**src/hw/rtl/smk_pkg.sv**
```systemverilog
// Shared types and constants of the snapshot marker engine.
package smk_pkg;

	localparam int MAX_RESULTS = 10;
	localparam int RCW = $clog2(MAX_RESULTS + 1);

	localparam logic [1:0] KIND_START   = 2'd0;
	localparam logic [1:0] KIND_MARKER  = 2'd1;
	localparam logic [1:0] KIND_MESSAGE = 2'd2;

	localparam logic [1:0] REG_SELF_NODE  = 2'd0;
	localparam logic [1:0] REG_IN_MASK    = 2'd1;
	localparam logic [1:0] REG_OUT_MASK   = 2'd2;

	typedef enum logic [2:0] {
		ACT_CAPTURE  = 3'd0,
		ACT_MARKER   = 3'd1,
		ACT_RECORD   = 3'd2,
		ACT_COMPLETE = 3'd3,
		ACT_FULL     = 3'd4
	} smk_act_t;

	typedef enum logic [3:0] {
		ST_CLEAR,
		ST_IDLE,
		ST_LOOKUP,
		ST_FULL,
		ST_CAPTURE,
		ST_MARKER,
		ST_CHECK,
		ST_COMPLETE,
		ST_SCAN,
		ST_RECORD
	} smk_state_t;

	typedef struct packed {
		logic     clr;
		logic     accept;
		logic     claim;
		logic     close;
		logic     emit;
		smk_act_t act;
		logic     last;
		logic     mk_load;
		logic     mk_next;
		logic     finish;
		logic     scan_init;
		logic     scan_step;
		logic     rec_next;
	} smk_cmd_t;

	typedef struct packed {
		logic       clr_last;
		logic [1:0] kind;
		logic       finished;
		logic       hit;
		logic       free_any;
		logic       rec_none;
		logic       pend_zero;
		logic       mk_any;
		logic       mk_more;
		logic       out_free;
		logic       scan_last;
		logic       scan_hit;
		logic       rec_last;
	} smk_stat_t;

endpackage

```
**src/hw/rtl/smk_ram.sv**
```systemverilog
// Generic single-port RAM with registered read.
module smk_ram #(
	parameter int WIDTH = 1,
	parameter int DEPTH = 256
) (
	input  logic                     clk,
	input  logic                     we,
	input  logic [$clog2(DEPTH)-1:0] addr,
	input  logic [WIDTH-1:0]         wdata,
	output logic [WIDTH-1:0]         rdata
);

	logic [WIDTH-1:0] mem_q [DEPTH];

	always_ff @(posedge clk) begin
		if (we) begin
			mem_q[addr] <= wdata;
		end
		rdata <= mem_q[addr];
	end

endmodule

```
**src/hw/rtl/smk_ctrl.sv**
```systemverilog
// Controller state machine of the snapshot marker engine.
module smk_ctrl (
	input  logic             clk,
	input  logic             arst_n,
	input  logic             s_tvalid,
	input  smk_pkg::smk_stat_t stat,
	output logic             s_tready,
	output smk_pkg::smk_cmd_t  cmd
);

	smk_pkg::smk_state_t state_q, state_d;

	always_ff @(posedge clk or negedge arst_n) begin
		if (!arst_n) begin
			state_q <= smk_pkg::ST_CLEAR;
		end else begin
			state_q <= state_d;
		end
	end

	always_comb begin
		state_d = state_q;
		unique case (state_q)
			smk_pkg::ST_CLEAR: begin
				if (stat.clr_last) state_d = smk_pkg::ST_IDLE;
			end
			smk_pkg::ST_IDLE: begin
				if (s_tvalid) state_d = smk_pkg::ST_LOOKUP;
			end
			smk_pkg::ST_LOOKUP: begin
				unique case (stat.kind)
					smk_pkg::KIND_START: begin
						if (stat.finished || stat.hit) state_d = smk_pkg::ST_IDLE;
						else if (stat.free_any) state_d = smk_pkg::ST_CAPTURE;
						else state_d = smk_pkg::ST_FULL;
					end
					smk_pkg::KIND_MARKER: begin
						if (stat.finished) state_d = smk_pkg::ST_IDLE;
						else if (stat.hit) state_d = smk_pkg::ST_CHECK;
						else if (stat.free_any) state_d = smk_pkg::ST_CAPTURE;
						else state_d = smk_pkg::ST_FULL;
					end
					smk_pkg::KIND_MESSAGE: begin
						state_d = stat.rec_none ? smk_pkg::ST_IDLE : smk_pkg::ST_SCAN;
					end
					default: state_d = smk_pkg::ST_IDLE;
				endcase
			end
			smk_pkg::ST_FULL: begin
				if (stat.out_free) state_d = smk_pkg::ST_IDLE;
			end
			smk_pkg::ST_CAPTURE: begin
				if (stat.out_free) begin
					if (stat.mk_any) state_d = smk_pkg::ST_MARKER;
					else if (stat.pend_zero) state_d = smk_pkg::ST_COMPLETE;
					else state_d = smk_pkg::ST_IDLE;
				end
			end
			smk_pkg::ST_MARKER: begin
				if (stat.out_free) begin
					if (stat.mk_more) state_d = smk_pkg::ST_MARKER;
					else if (stat.pend_zero) state_d = smk_pkg::ST_COMPLETE;
					else state_d = smk_pkg::ST_IDLE;
				end
			end
			smk_pkg::ST_CHECK: begin
				state_d = stat.pend_zero ? smk_pkg::ST_COMPLETE : smk_pkg::ST_IDLE;
			end
			smk_pkg::ST_COMPLETE: begin
				if (stat.out_free) state_d = smk_pkg::ST_IDLE;
			end
			smk_pkg::ST_SCAN: begin
				if (stat.scan_last) begin
					state_d = stat.scan_hit ? smk_pkg::ST_RECORD : smk_pkg::ST_IDLE;
				end
			end
			smk_pkg::ST_RECORD: begin
				if (stat.out_free) begin
					state_d = stat.rec_last ? smk_pkg::ST_IDLE : smk_pkg::ST_SCAN;
				end
			end
		endcase
	end

	always_comb begin
		cmd      = '0;
		cmd.act  = smk_pkg::ACT_CAPTURE;
		s_tready = 1'b0;
		unique case (state_q)
			smk_pkg::ST_CLEAR: begin
				cmd.clr = 1'b1;
			end
			smk_pkg::ST_IDLE: begin
				s_tready   = 1'b1;
				cmd.accept = s_tvalid;
			end
			smk_pkg::ST_LOOKUP: begin
				unique case (stat.kind)
					smk_pkg::KIND_START: begin
						cmd.claim = !stat.finished && !stat.hit && stat.free_any;
					end
					smk_pkg::KIND_MARKER: begin
						cmd.claim = !stat.finished && !stat.hit && stat.free_any;
						cmd.close = !stat.finished && stat.hit;
					end
					smk_pkg::KIND_MESSAGE: begin
						cmd.scan_init = !stat.rec_none;
					end
					default: ;
				endcase
			end
			smk_pkg::ST_FULL: begin
				cmd.emit = stat.out_free;
				cmd.act  = smk_pkg::ACT_FULL;
				cmd.last = 1'b1;
			end
			smk_pkg::ST_CAPTURE: begin
				cmd.emit    = stat.out_free;
				cmd.act     = smk_pkg::ACT_CAPTURE;
				cmd.last    = !stat.mk_any && !stat.pend_zero;
				cmd.mk_load = stat.out_free;
			end
			smk_pkg::ST_MARKER: begin
				cmd.emit    = stat.out_free;
				cmd.act     = smk_pkg::ACT_MARKER;
				cmd.last    = !stat.mk_more && !stat.pend_zero;
				cmd.mk_next = stat.out_free;
			end
			smk_pkg::ST_CHECK: ;
			smk_pkg::ST_COMPLETE: begin
				cmd.emit   = stat.out_free;
				cmd.act    = smk_pkg::ACT_COMPLETE;
				cmd.last   = 1'b1;
				cmd.finish = stat.out_free;
			end
			smk_pkg::ST_SCAN: begin
				cmd.scan_step = 1'b1;
			end
			smk_pkg::ST_RECORD: begin
				cmd.emit     = stat.out_free;
				cmd.act      = smk_pkg::ACT_RECORD;
				cmd.last     = stat.rec_last;
				cmd.rec_next = stat.out_free;
			end
		endcase
	end

endmodule

```
**src/hw/rtl/smk_dp.sv**
```systemverilog
// Datapath: item latch, slot table, finished bitmap, scan logic and output register.
module smk_dp #(
	parameter int NODE_COUNT   = 8,
	parameter int ACTIVE_SLOTS = 4,
	parameter int SNAPSHOT_IDS = 256
) (
	input  logic               clk,
	input  logic               arst_n,
	input  smk_pkg::smk_cmd_t  cmd,
	input  logic [31:0]        s_tdata,
	input  logic [1:0]         s_tuser,
	input  logic [2:0]         self_node,
	input  logic [7:0]         in_mask,
	input  logic [7:0]         out_mask,
	input  logic               m_tready,
	output smk_pkg::smk_stat_t stat,
	output logic               m_tvalid,
	output logic [31:0]        m_tdata,
	output logic [2:0]         m_tuser,
	output logic               m_tlast
);

	localparam int IDW = $clog2(SNAPSHOT_IDS);
	localparam int SW  = (ACTIVE_SLOTS > 1) ? $clog2(ACTIVE_SLOTS) : 1;
	localparam int CW  = $clog2(ACTIVE_SLOTS + 1);
	localparam int TW  = (CW > smk_pkg::RCW) ? CW : smk_pkg::RCW;
	localparam int CH  = (NODE_COUNT < 8) ? NODE_COUNT : 8;
	localparam logic [7:0] CH_LIM = 8'((1 << CH) - 1);

	// bitmap index table: id modulo SNAPSHOT_IDS
	logic [IDW-1:0] id_map [256];
	for (genvar g = 0; g < 256; g++) begin : g_map
		assign id_map[g] = IDW'(g % SNAPSHOT_IDS);
	end

	logic [1:0]  kind_q;
	logic [2:0]  origin_q;
	logic [7:0]  snap_q;
	logic [15:0] handle_q;

	logic        valid_q [ACTIVE_SLOTS];
	logic [7:0]  id_q    [ACTIVE_SLOTS];
	logic [7:0]  mask_q  [ACTIVE_SLOTS];
	logic [SW-1:0] cur_slot_q;

	logic [IDW-1:0] clr_cnt_q;
	logic [2:0]     chan_q;

	logic [SW-1:0] scan_idx_q;
	logic          found_q;
	logic          have_prev_q;
	logic [7:0]    best_id_q;
	logic [7:0]    prev_id_q;
	logic [smk_pkg::RCW-1:0] rec_cnt_q;
	logic [smk_pkg::RCW-1:0] rec_total_q;

	logic              out_valid_q;
	smk_pkg::smk_act_t out_act_q;
	logic [7:0]        out_snap_q;
	logic [2:0]        out_chan_q;
	logic [15:0]       out_handle_q;
	logic [2:0]        out_node_q;
	logic              out_last_q;

	logic [7:0]    obit;
	logic [7:0]    closed;
	logic          hit;
	logic [SW-1:0] hit_slot;
	logic          free_any;
	logic [SW-1:0] free_slot;
	logic [TW-1:0] rec_cnt_n;
	logic [smk_pkg::RCW-1:0] rec_total_n;
	logic [7:0]    elig;
	logic [2:0]    mk_first;
	logic [2:0]    mk_nxt;
	logic          mk_more;
	logic          cand;
	logic          scan_last;

	logic           ram_we;
	logic [IDW-1:0] ram_addr;
	logic           ram_rdata;

	assign obit   = 8'(1) << origin_q;
	assign closed = (kind_q == smk_pkg::KIND_MARKER) ? obit : 8'd0;

	always_comb begin
		hit       = 1'b0;
		hit_slot  = '0;
		free_any  = 1'b0;
		free_slot = '0;
		rec_cnt_n = '0;
		for (int s = 0; s < ACTIVE_SLOTS; s++) begin
			if (valid_q[s] && id_q[s] == snap_q) begin
				hit      = 1'b1;
				hit_slot = SW'(s);
			end
			if (valid_q[s] && mask_q[s][origin_q]) begin
				rec_cnt_n = rec_cnt_n + TW'(1);
			end
		end
		for (int s = ACTIVE_SLOTS - 1; s >= 0; s--) begin
			if (!valid_q[s]) begin
				free_any  = 1'b1;
				free_slot = SW'(s);
			end
		end
	end

	assign rec_total_n = (rec_cnt_n > TW'(smk_pkg::MAX_RESULTS)) ?
		smk_pkg::RCW'(smk_pkg::MAX_RESULTS) : smk_pkg::RCW'(rec_cnt_n);

	assign elig = out_mask & CH_LIM;

	always_comb begin
		mk_first = '0;
		mk_nxt   = '0;
		mk_more  = 1'b0;
		for (int i = 7; i >= 0; i--) begin
			if (elig[i]) begin
				mk_first = 3'(i);
			end
			if (elig[i] && i > int'(chan_q)) begin
				mk_more = 1'b1;
				mk_nxt  = 3'(i);
			end
		end
	end

	assign cand = valid_q[scan_idx_q] && mask_q[scan_idx_q][origin_q] &&
		(!have_prev_q || id_q[scan_idx_q] > prev_id_q) &&
		(!found_q || id_q[scan_idx_q] < best_id_q);
	assign scan_last = (scan_idx_q == SW'(ACTIVE_SLOTS - 1));

	always_ff @(posedge clk) begin
		if (cmd.accept) begin
			kind_q   <= s_tuser[1:0];
			origin_q <= s_tdata[2:0];
			snap_q   <= s_tdata[10:3];
			handle_q <= s_tdata[26:11];
		end
	end

	always_ff @(posedge clk or negedge arst_n) begin
		if (!arst_n) begin
			for (int s = 0; s < ACTIVE_SLOTS; s++) begin
				valid_q[s] <= 1'b0;
			end
		end else begin
			if (cmd.claim) valid_q[free_slot] <= 1'b1;
			if (cmd.finish) valid_q[cur_slot_q] <= 1'b0;
		end
	end

	always_ff @(posedge clk) begin
		if (cmd.claim) begin
			id_q[free_slot]   <= snap_q;
			mask_q[free_slot] <= in_mask & ~closed;
			cur_slot_q        <= free_slot;
		end
		if (cmd.close) begin
			mask_q[hit_slot] <= mask_q[hit_slot] & ~obit;
			cur_slot_q       <= hit_slot;
		end
		if (cmd.mk_load) chan_q <= mk_first;
		if (cmd.mk_next) chan_q <= mk_nxt;
	end

	always_ff @(posedge clk or negedge arst_n) begin
		if (!arst_n) begin
			clr_cnt_q   <= '0;
			scan_idx_q  <= '0;
			found_q     <= 1'b0;
			have_prev_q <= 1'b0;
			rec_cnt_q   <= '0;
			rec_total_q <= '0;
		end else begin
			if (cmd.clr) clr_cnt_q <= clr_cnt_q + IDW'(1);
			if (cmd.scan_init) begin
				scan_idx_q  <= '0;
				found_q     <= 1'b0;
				have_prev_q <= 1'b0;
				rec_cnt_q   <= '0;
				rec_total_q <= rec_total_n;
			end
			if (cmd.scan_step) begin
				if (cand) found_q <= 1'b1;
				scan_idx_q <= scan_last ? '0 : scan_idx_q + SW'(1);
			end
			if (cmd.rec_next) begin
				have_prev_q <= 1'b1;
				found_q     <= 1'b0;
				scan_idx_q  <= '0;
				rec_cnt_q   <= rec_cnt_q + smk_pkg::RCW'(1);
			end
		end
	end

	always_ff @(posedge clk) begin
		if (cmd.scan_step && cand) best_id_q <= id_q[scan_idx_q];
		if (cmd.rec_next) prev_id_q <= best_id_q;
	end

	assign ram_we = cmd.clr || cmd.finish;

	always_comb begin
		priority if (cmd.clr) begin
			ram_addr = clr_cnt_q;
		end else if (cmd.finish) begin
			ram_addr = id_map[snap_q];
		end else begin
			ram_addr = id_map[s_tdata[10:3]];
		end
	end

	smk_ram #(
		.WIDTH(1),
		.DEPTH(SNAPSHOT_IDS)
	) u_bitmap (
		.clk   (clk),
		.we    (ram_we),
		.addr  (ram_addr),
		.wdata (cmd.finish),
		.rdata (ram_rdata)
	);

	always_ff @(posedge clk or negedge arst_n) begin
		if (!arst_n) begin
			out_valid_q <= 1'b0;
		end else if (cmd.emit) begin
			out_valid_q <= 1'b1;
		end else if (m_tready) begin
			out_valid_q <= 1'b0;
		end
	end

	always_ff @(posedge clk) begin
		if (cmd.emit) begin
			out_act_q    <= cmd.act;
			out_last_q   <= cmd.last;
			out_snap_q   <= (cmd.act == smk_pkg::ACT_RECORD) ? best_id_q : snap_q;
			out_chan_q   <= (cmd.act == smk_pkg::ACT_MARKER) ? chan_q :
				(cmd.act == smk_pkg::ACT_RECORD) ? origin_q : 3'd0;
			out_handle_q <= (cmd.act == smk_pkg::ACT_RECORD) ? handle_q : 16'd0;
			out_node_q   <= (cmd.act == smk_pkg::ACT_COMPLETE) ? self_node : 3'd0;
		end
	end

	assign m_tvalid = out_valid_q;
	assign m_tuser  = out_act_q;
	assign m_tlast  = out_last_q;
	assign m_tdata  = {2'b00, out_node_q, out_handle_q, out_chan_q, out_snap_q};

	always_comb begin
		stat           = '0;
		stat.clr_last  = (clr_cnt_q == IDW'(SNAPSHOT_IDS - 1));
		stat.kind      = kind_q;
		stat.finished  = ram_rdata;
		stat.hit       = hit;
		stat.free_any  = free_any;
		stat.rec_none  = (rec_cnt_n == '0);
		stat.pend_zero = (mask_q[cur_slot_q] == 8'd0);
		stat.mk_any    = |elig;
		stat.mk_more   = mk_more;
		stat.out_free  = !out_valid_q || m_tready;
		stat.scan_last = scan_last;
		stat.scan_hit  = found_q || cand;
		stat.rec_last  = (rec_cnt_q + smk_pkg::RCW'(1) == rec_total_q);
	end

endmodule

```
**src/hw/rtl/snapshot_marker_engine.sv**
```systemverilog
// Top level of the snapshot marker engine: config registers, controller, datapath.
//
// Channel  Kind         Beat contents
// s_*      stream in    one event: kind, origin channel, snapshot id, message handle
// m_*      stream out   one result: action, snapshot id, channel, handle, node, last
// p*       APB          self_node @0x0, input_channel_mask @0x4, output_channel_mask @0x8
//
// Each event takes an accept state and a lookup state, then one state per
// capture/marker/complete result; a marker for an active snapshot adds a check state.
// A message event walks the slot table once per record result before emitting it.
// After reset the finished bitmap RAM is cleared, one entry a cycle, over all SNAPSHOT_IDS
// entries; s_tready stays low meanwhile. A stalled m_tready holds the one-entry
// output register and the sequencer.
module snapshot_marker_engine #(
	parameter int NODE_COUNT   = 8,
	parameter int ACTIVE_SLOTS = 4,
	parameter int SNAPSHOT_IDS = 256
) (
	input  logic        clk,
	input  logic        arst_n,
	input  logic        s_tvalid,
	output logic        s_tready,
	input  logic [31:0] s_tdata,   // origin_channel[2:0], snapshot_number[10:3], message_handle[26:11]
	input  logic [1:0]  s_tuser,   // kind[1:0]
	output logic        m_tvalid,
	input  logic        m_tready,
	output logic [31:0] m_tdata,   // result_snapshot[7:0], channel[10:8], recorded_handle[26:11],
	                               // reporting_node[29:27]
	output logic [2:0]  m_tuser,   // action[2:0]
	output logic        m_tlast,
	input  logic        psel,
	input  logic        penable,
	input  logic        pwrite,
	input  logic [3:0]  paddr,
	input  logic [31:0] pwdata,
	output logic [31:0] prdata,
	output logic        pready
);

	logic [2:0] self_node_q;
	logic [7:0] in_mask_q;
	logic [7:0] out_mask_q;

	smk_pkg::smk_cmd_t  cmd;
	smk_pkg::smk_stat_t stat;

	assign pready = 1'b1;

	always_ff @(posedge clk or negedge arst_n) begin
		if (!arst_n) begin
			self_node_q <= '0;
			in_mask_q   <= '0;
			out_mask_q  <= '0;
		end else if (psel && penable && pwrite) begin
			unique case (paddr[3:2])
				smk_pkg::REG_SELF_NODE: self_node_q <= pwdata[2:0];
				smk_pkg::REG_IN_MASK:   in_mask_q   <= pwdata[7:0];
				smk_pkg::REG_OUT_MASK:  out_mask_q  <= pwdata[7:0];
				default: ;
			endcase
		end
	end

	always_comb begin
		unique case (paddr[3:2])
			smk_pkg::REG_SELF_NODE: prdata = {29'd0, self_node_q};
			smk_pkg::REG_IN_MASK:   prdata = {24'd0, in_mask_q};
			smk_pkg::REG_OUT_MASK:  prdata = {24'd0, out_mask_q};
			default:                prdata = 32'd0;
		endcase
	end

	smk_ctrl u_ctrl (
		.clk      (clk),
		.arst_n   (arst_n),
		.s_tvalid (s_tvalid),
		.stat     (stat),
		.s_tready (s_tready),
		.cmd      (cmd)
	);

	smk_dp #(
		.NODE_COUNT   (NODE_COUNT),
		.ACTIVE_SLOTS (ACTIVE_SLOTS),
		.SNAPSHOT_IDS (SNAPSHOT_IDS)
	) u_dp (
		.clk       (clk),
		.arst_n    (arst_n),
		.cmd       (cmd),
		.s_tdata   (s_tdata),
		.s_tuser   (s_tuser),
		.self_node (self_node_q),
		.in_mask   (in_mask_q),
		.out_mask  (out_mask_q),
		.m_tready  (m_tready),
		.stat      (stat),
		.m_tvalid  (m_tvalid),
		.m_tdata   (m_tdata),
		.m_tuser   (m_tuser),
		.m_tlast   (m_tlast)
	);

	a_accept_busy: assert property (@(posedge clk) disable iff (!arst_n)
		(s_tvalid && s_tready) |=> !s_tready)
		else $error("input accepted on two back-to-back beats");

	a_full_last: assert property (@(posedge clk) disable iff (!arst_n)
		(m_tvalid && m_tuser == smk_pkg::ACT_FULL) |-> m_tlast)
		else $error("table full result without tlast");

	a_complete_last: assert property (@(posedge clk) disable iff (!arst_n)
		(m_tvalid && m_tuser == smk_pkg::ACT_COMPLETE) |-> m_tlast)
		else $error("completion result without tlast");

	a_node_zero: assert property (@(posedge clk) disable iff (!arst_n)
		(m_tvalid && m_tuser != smk_pkg::ACT_COMPLETE) |-> (m_tdata[29:27] == 3'd0))
		else $error("reporting node set on a non-completion result");

endmodule
```
**config.mk**
```make
export PLATFORM = sky130hd
export DESIGN_NAME = snapshot_marker_engine
export DESIGN_NICKNAME = d
export VERILOG_FILES = /design/src/hw/rtl/smk_pkg.sv /design/src/hw/rtl/smk_ram.sv /design/src/hw/rtl/smk_ctrl.sv /design/src/hw/rtl/smk_dp.sv /design/src/hw/rtl/snapshot_marker_engine.sv
export SDC_FILE = /design/constraint.sdc
export NUM_CORES = 1
export LEC_CHECK = 0
export BUFFER_PORTS_ARGS = -buffer_cell sky130_fd_sc_hd__buf_2
export CAP_MARGIN = 20
export CORE_MARGIN = 3
export CORE_UTILIZATION = 55
export DETAILED_ROUTE_END_ITERATION = 7
export GPL_ROUTABILITY_DRIVEN = 0
export MAX_ROUTING_LAYER = met4
export PLACE_DENSITY = 0.8
export SETUP_SLACK_MARGIN = 0.5
export SYNTH_ARGS = -nofsm -noshare
export SYNTH_HDL_FRONTEND = slang
export SYNTH_SLANG_ARGS = --single-unit
```
**constraint.sdc**
```tcl
create_clock -name clk -period 6.78 [get_ports clk]
set_input_delay 1.356 -clock clk [delete_from_list [all_inputs] [get_ports clk]]
set_output_delay 1.356 -clock clk [all_outputs]
set_load 0.01 [all_outputs]
```
# [After elaboration in Yosys (flattened, before gate mapping)]
# Memory sizes are Yosys's and may differ from the RTL's. A register that Yosys moved wholly into a read port is not among the register bits.
# Cells that the tools add are included.
[word_totals] output_inout_bits=71 register_bits=132 mem_count=5 input_bits=77 romBits=4096 ramBits=320 wordCells=295
[classes] magnitude_cmp=18 add_sub_neg=6 n_mux=133 reduce_logical=61 shift=1 eq_ne=30 bitwise=12
[memory_table] name="(name not given)" words=256 word_bits=8 read_ports=1 rd_ports_with_merged_regs=0 write_ports=0 line="smk_dp.sv:210" text="ram_addr = id_map[snap_q];"
[memory_table] name="(name not given)" words=256 word_bits=8 read_ports=1 rd_ports_with_merged_regs=0 write_ports=0 line="smk_dp.sv:212" text="ram_addr = id_map[s_tdata[10:3]];"
[memory_table] name="u_dp.u_bitmap.mem_q" words=256 word_bits=1 read_ports=1 rd_ports_with_merged_regs=1 write_ports=1 line="smk_ram.sv:13" text="logic [WIDTH-1:0] mem_q [DEPTH];"
[memory_table] name="u_dp.id_q" words=4 word_bits=8 read_ports=5 rd_ports_with_merged_regs=0 write_ports=1 line="smk_dp.sv:42" text="logic [7:0] id_q [ACTIVE_SLOTS];"
[memory_table] name="u_dp.mask_q" words=4 word_bits=8 read_ports=7 rd_ports_with_merged_regs=1 write_ports=1 line="smk_dp.sv:43" text="logic [7:0] mask_q [ACTIVE_SLOTS];"
[op_table] op="4-bit two-way mux" n=23
[op_table] op="8-bit two-way mux" n=9
[op_table] op="3-bit two-way mux" n=21
[op_table] op="1-bit two-way mux" n=53
[op_table] op="4-bit one-hot mux with 9 select lines" n=1
[op_table] op="8-bit equality test" n=4
[op_table] op="2-bit two-way mux" n=15
[op_table] op="1-bit logical AND" n=28
[op_table] op="5-bit one-hot mux with 5 select lines" n=1
[op_table] op="8-bit one-hot mux with 3 select lines" n=1
[op_table] op="9-bit greater-or-equal comparator, second input constant" n=2
[op_table] op="8-bit NOT with 9-bit output" n=2
[op_table] op="8-bit AND" n=2
[op_table] op="4-bit by 3-bit equality test with 1-bit output, second input constant" n=4
[op_table] op="8-bit NOT" n=2
[op_table] op="8-bit OR reduction" n=2
[op_table] op="1-bit binary-select mux with 3-bit select" n=5
[op_table] op="4-bit by 1-bit adder with 4-bit output, second input constant" n=3
[op_table] op="3-bit greater-than comparator, first input constant" n=4
[op_table] op="4-bit one-hot mux with 3 select lines" n=1
[op_table] op="2-bit by 1-bit != test with 1-bit output, second input constant" n=5
[op_table] op="3-bit greater-or-equal comparator, second input constant" n=3
[op_table] op="1-bit logical NOT" n=9
[op_table] op="2-bit NOT with 3-bit output" n=3
[op_table] op="other kinds (35)" n=58

# [Logic depth before layout (Yosys ltp)]
# An unclocked memory read counts as a cell.
[logic_depth] depth_word=19 mapped_depth=18 ltp_nobuf=14

# [By module]
# From an unflattened synthesis, not the netlist that was laid out.
[unflattened] hier_cells=1643 area_unflattened_um2=21755.9
[modules_own_cells] module="smk_ram" cells_per_inst=748 seq_area_each_um2=7707.4 area_per_inst_um2=11006.8 n_inst=1
[modules_own_cells] module="smk_dp" cells_per_inst=722 seq_area_each_um2=5109.9 area_per_inst_um2=9042.4 n_inst=1
[modules_own_cells] module="snapshot_marker_engine" cells_per_inst=88 seq_area_each_um2=475.5 area_per_inst_um2=1086.0 n_inst=1
[modules_own_cells] module="smk_ctrl" cells_per_inst=85 seq_area_each_um2=100.1 area_per_inst_um2=620.6 n_inst=1

# [Worst setup path before layout]
# OpenSTA, ideal clock, no wires.
[synth_path] kind="input to register" start="input m_tready" end="memory u_dp.u_bitmap.mem_q[209], enable pin" t_arrival_ns=6.126 path_buffers=2 stages=9 t_required_ns=6.479 setup_slack_ns=0.353 setup_time_ns=0.301 cell_sequence="nand2b_1 > clkbuf_1 > nand2_1 > inv_1 > nor2_1 > nor3_1 > nand2_1 > clkbuf_1 > nor2_1"
[synth_rtl] item="start: declaration" line="snapshot_marker_engine.sv:26" text="input logic m_tready,"
[synth_rtl] item="end: declaration" line="smk_ram.sv:13"

# [Worst setup path in the final report]
[layout_path] start="register u_dp.snap_q[0]" end="memory u_dp.mask_q[1][4], enable pin"
[layout_between] elab_chain_cells=14 word_cells_on_any_way=29 classes_between="eq/ne: 4; mux: 16; reduce/logical: 9"
[layout_rtl] item="start: declaration" line="smk_dp.sv:38" text="logic [7:0] snap_q;"
[layout_rtl] item="start signal: assignment" line="smk_dp.sv:139" text="snap_q <= s_tdata[10:3];"
[layout_rtl] item="parallel branches: the longest is 14 deep, another holds 8-bit equality test"
[layout_rtl] item="end: declaration" line="smk_dp.sv:43"
# Parallel ways; which one is timed is not known.

==> results.md <==
- Status: completed
- Crit path max fanout: 17
- ANT nets after route: 0
- Clk pwr share: 24.4%
- Register area share after synthesis: 61.9%
- Share of layout cells above drive strength 1: 13.3%
- Core area: 38700 µm²
- P&R area growth vs syn: 9.59%
- Post-DP HPWL: 32200 µm
- GRT Overall Usage: 25.3%
- DRC Markers: 0
- Worst Setup Start Kind: flip-flop
- Int Pwr: 0.00596 W
- Slew Limit Fails: 0
- Routed via count: 15100
- Vias in the first global route: 14700
- # rows: 72
- #FFs+latches synth: 455
- Hold Vio Cnt, Final: 0
- NetSw: 0.00388 W
- Final setup fails: 0
- Die Span Y: 204 µm
- Clk slew on worst S/H paths: 0.06 ns
- Synth Cell Area: 21600 µm²
- Clock buffer depth: 3
- Initial Util: 55.9%
- Req. time, crit path: 7.00 ns
- Clock skew: 0.0293 ns
- Fin crit period: 4.83 ns
- CP Class: flip-flop to flip-flop
- Chip Width: 204 µm
- Root Driver: clkbuf_16
- I/O Buffers: 89
- Worst reg2reg setup slack: 1.95 ns
- Post-CTS Hold Fix Bufs: 0
- VDD IR-drop max: 0.448 mV
- DIE AREA: 41800 µm²
- Clk sinks: 455
- Worst Hold Depth: 0
- Worst hold-check path type: flip-flop to flip-flop
- Hold Path Origin: u_dp.best_id_q[2]
- Mapped Cells: 1827
- Async set-reset flop share out of synthesis: 10.5%
- Reg2reg start: u_dp.snap_q[0]
- Sw frac: 39.4%
- Largest net degree at the start of global routing: 130
- CP Data Arrival Time: 5.05 ns
- Vias/cell: 6.27
- RSZ-0062 raised after global routing: false
- # IOs: 148
- Worst Slack Setup Final: 1.95 ns
- Initial antenna violation count: 0
- Headroom to the max-slew limit: 26.8%
- TritonCTS clock tree: done
- Most frequent cells in the layout: 404 x edfxtp_1, 312 x nor2_1, 232 x nand2_1
- NumNets Final: 1962
- # diodes: 0
- Drt first pass iters: 6
- Syn. warnings: 0
- Flop pwr share: 37.0%
- Critical Path Start: u_dp.snap_q[0]
- DP Area: 22300 µm²
- Static Leak: 7.99 nW
- R2R cell count: 9
- Post-CTS setup buffers: 0
- P per Cell Area: 415 nW/µm²
- Total CTS buffers: 46
- Max-Cap Viols: 0
- Commonest non-fill, non-tap cell in the layout: edfxtp_1
- Dpl ws: 1.65 ns
- Max stage delay on crit path: 0.83 ns
- Fin Setup TNS: 0 ns
- Clk Latency, worst-skew pair: 0.59 ns
- Slowest stage cell, crit path: nor2_1
- Routed WL: 52500 µm
- DR WL/cell: 21.7 µm
- Fin area: 23700 µm²
- Post-synth EDFFs: 404
- Crit-path cells: xor2_1 > nor4_1 > nand4_1 > and2_1 > and2_1 > nor2_1 > mux2i_1 > nand2_1 > nor2_1
- CTS-repair resized insts: 0
- Share of power burned in combinational logic: 38.6%
- Mapped Avg Cell Area: 11.8 µm²
- Ys flop type: edfxtp_1
- CTS H-tree depth: 2
- CP Capture Type: flip-flop
- Maximum achievable frequency: 207 MHz
- Synth cell types: 73
- DR iter-0 viols: 1943
- Slew of the pin with the lowest slew margin: 1.10 ns
- First-pass GRT wire length: 80100 µm
- Fin crit share: 71.2%
- Gr ovfl total: 0
-- state kept, by name (all words and copies together), names as in the netlist, 3 cells and up, named ones only --
signal               flops
u_dp.valid_q             4
self_node_q              3
in_mask_q                8
u_dp.prev_id_q           8
u_dp.mask_q             32
u_dp.best_id_q           8
u_dp.out_node_q          3
u_dp.chan_q              3
u_dp.rec_cnt_q           4
u_dp.id_q               32
u_dp.m_tuser             3
u_dp.out_chan_q          3
u_dp.out_snap_q          8
u_dp.u_bitmap.mem_q    256
u_dp.clr_cnt_q           8
u_dp.out_handle_q       16
out_mask_q               8
u_dp.origin_q            3
u_dp.rec_total_q         4
u_dp.handle_q           16
u_dp.snap_q              8
u_ctrl.state_q           4
-- critical path, delay by kind of cell (launching register included) --
kind | cells | cell delay (ns)
mux | 1 | 0.47
simple gates | 7 | 3.19
xor+xnor | 1 | 0.23
flops | 1 | 0.56
-- routing by layer --
metal / vias to the layer above / global-route usage [%] / part of all wire [%]
met5: - / - / 0
met4: 0 / 9.36 / 3.9
met3: 162 / 4.89 / 9.7
met2: 829 / 41.1 / 49
met1: 7418 / 31.9 / 38
li1: 6734 / - / -
-- synth_stat cells (9+ instances only) --
master	instances	area (µm²)
mux4_2	27	608
clkbuf_1	66	248
xor2_1	21	184
a221oi_1	33	289
inv_1	29	109
a21o_1	42	315
nand4_1	11	68.8
dfrtp_1	48	1200
nand2_1	232	871
o21ai_0	42	210
a311oi_1	64	561
nor4_1	11	68.8
edfxtp_1	404	12100
o41ai_1	17	149
nor2b_1	9	56.3
nand3_1	19	95.1
nor2_1	313	1170
and2_1	56	350
xnor2_1	27	236
buf_4	33	248
mux2i_1	21	210
mux2_2	26	293
buf_2	44	220
nor3_1	21	105
nand2b_1	14	87.6
a21oi_1	65	325
ha_1	21	263
-- final timing paths --
kind                                       end
min reg2reg                  u_dp.prev_id_q[2]
max in group asynchronous       self_node_q[1]
min in group asynchronous  u_dp.rec_total_q[3]
min                          u_dp.prev_id_q[2]
max                          u_dp.mask_q[1][4]
max reg2reg                  u_dp.mask_q[1][4]
-- cell families after synthesis --
kind of cell | count (synthesis) | synth area share (%)
AND/OR/NAND/NOR | 716 | 14.4
flip-flops | 455 | 61.9
AO/OA/AOI/OAI | 329 | 11.2
buffers and inverters | 182 | 4.12
multiplexers | 74 | 5.14
XOR/XNOR | 48 | 1.94
adder cells (fa/ha/maj) | 21 | 1.21
other | 2 | 0.0347
-- layout make-up --
class | instances | area [µm²]
Tap cell | 518 | 648
Clock inverter | 26 | 189
Clock buffer | 57 | 1210
Multi-Input combinational cell | 1215 | 7490
Fill cell | 2953 | 15000
Inverter | 29 | 113
Timing Repair Buffer | 117 | 666
Sequential cell | 455 | 13400
-- power groups by stage --
stage	combinational (W)	clock [W]	sequential, W
2_1_floorplan	0.00276	0	0.00357
4_1_cts	0.00369	0.00243	0.00365
3_5_place_dp	0.00364	0	0.00371
6_report	0.00380	0.00240	0.00364
5_1_grt	0.00407	0.00254	0.00367
3_3_place_gp	0.00353	0	0.00369
-- through the flow --
step	utilization [%]	total power [W]	hold slack (ns)	std cells
CTS	61.1	0.00976	0.452	2412
global placement	57.4	0.00722	0.429	2328
floorplan	-	0.00632	0.426	1852
global route	61.2	0.0103	0.462	2417
detailed placement	57.5	0.00735	0.436	2329
finish	61.2	0.00984	0.450	2417
(Power assumes the default switching activity.)
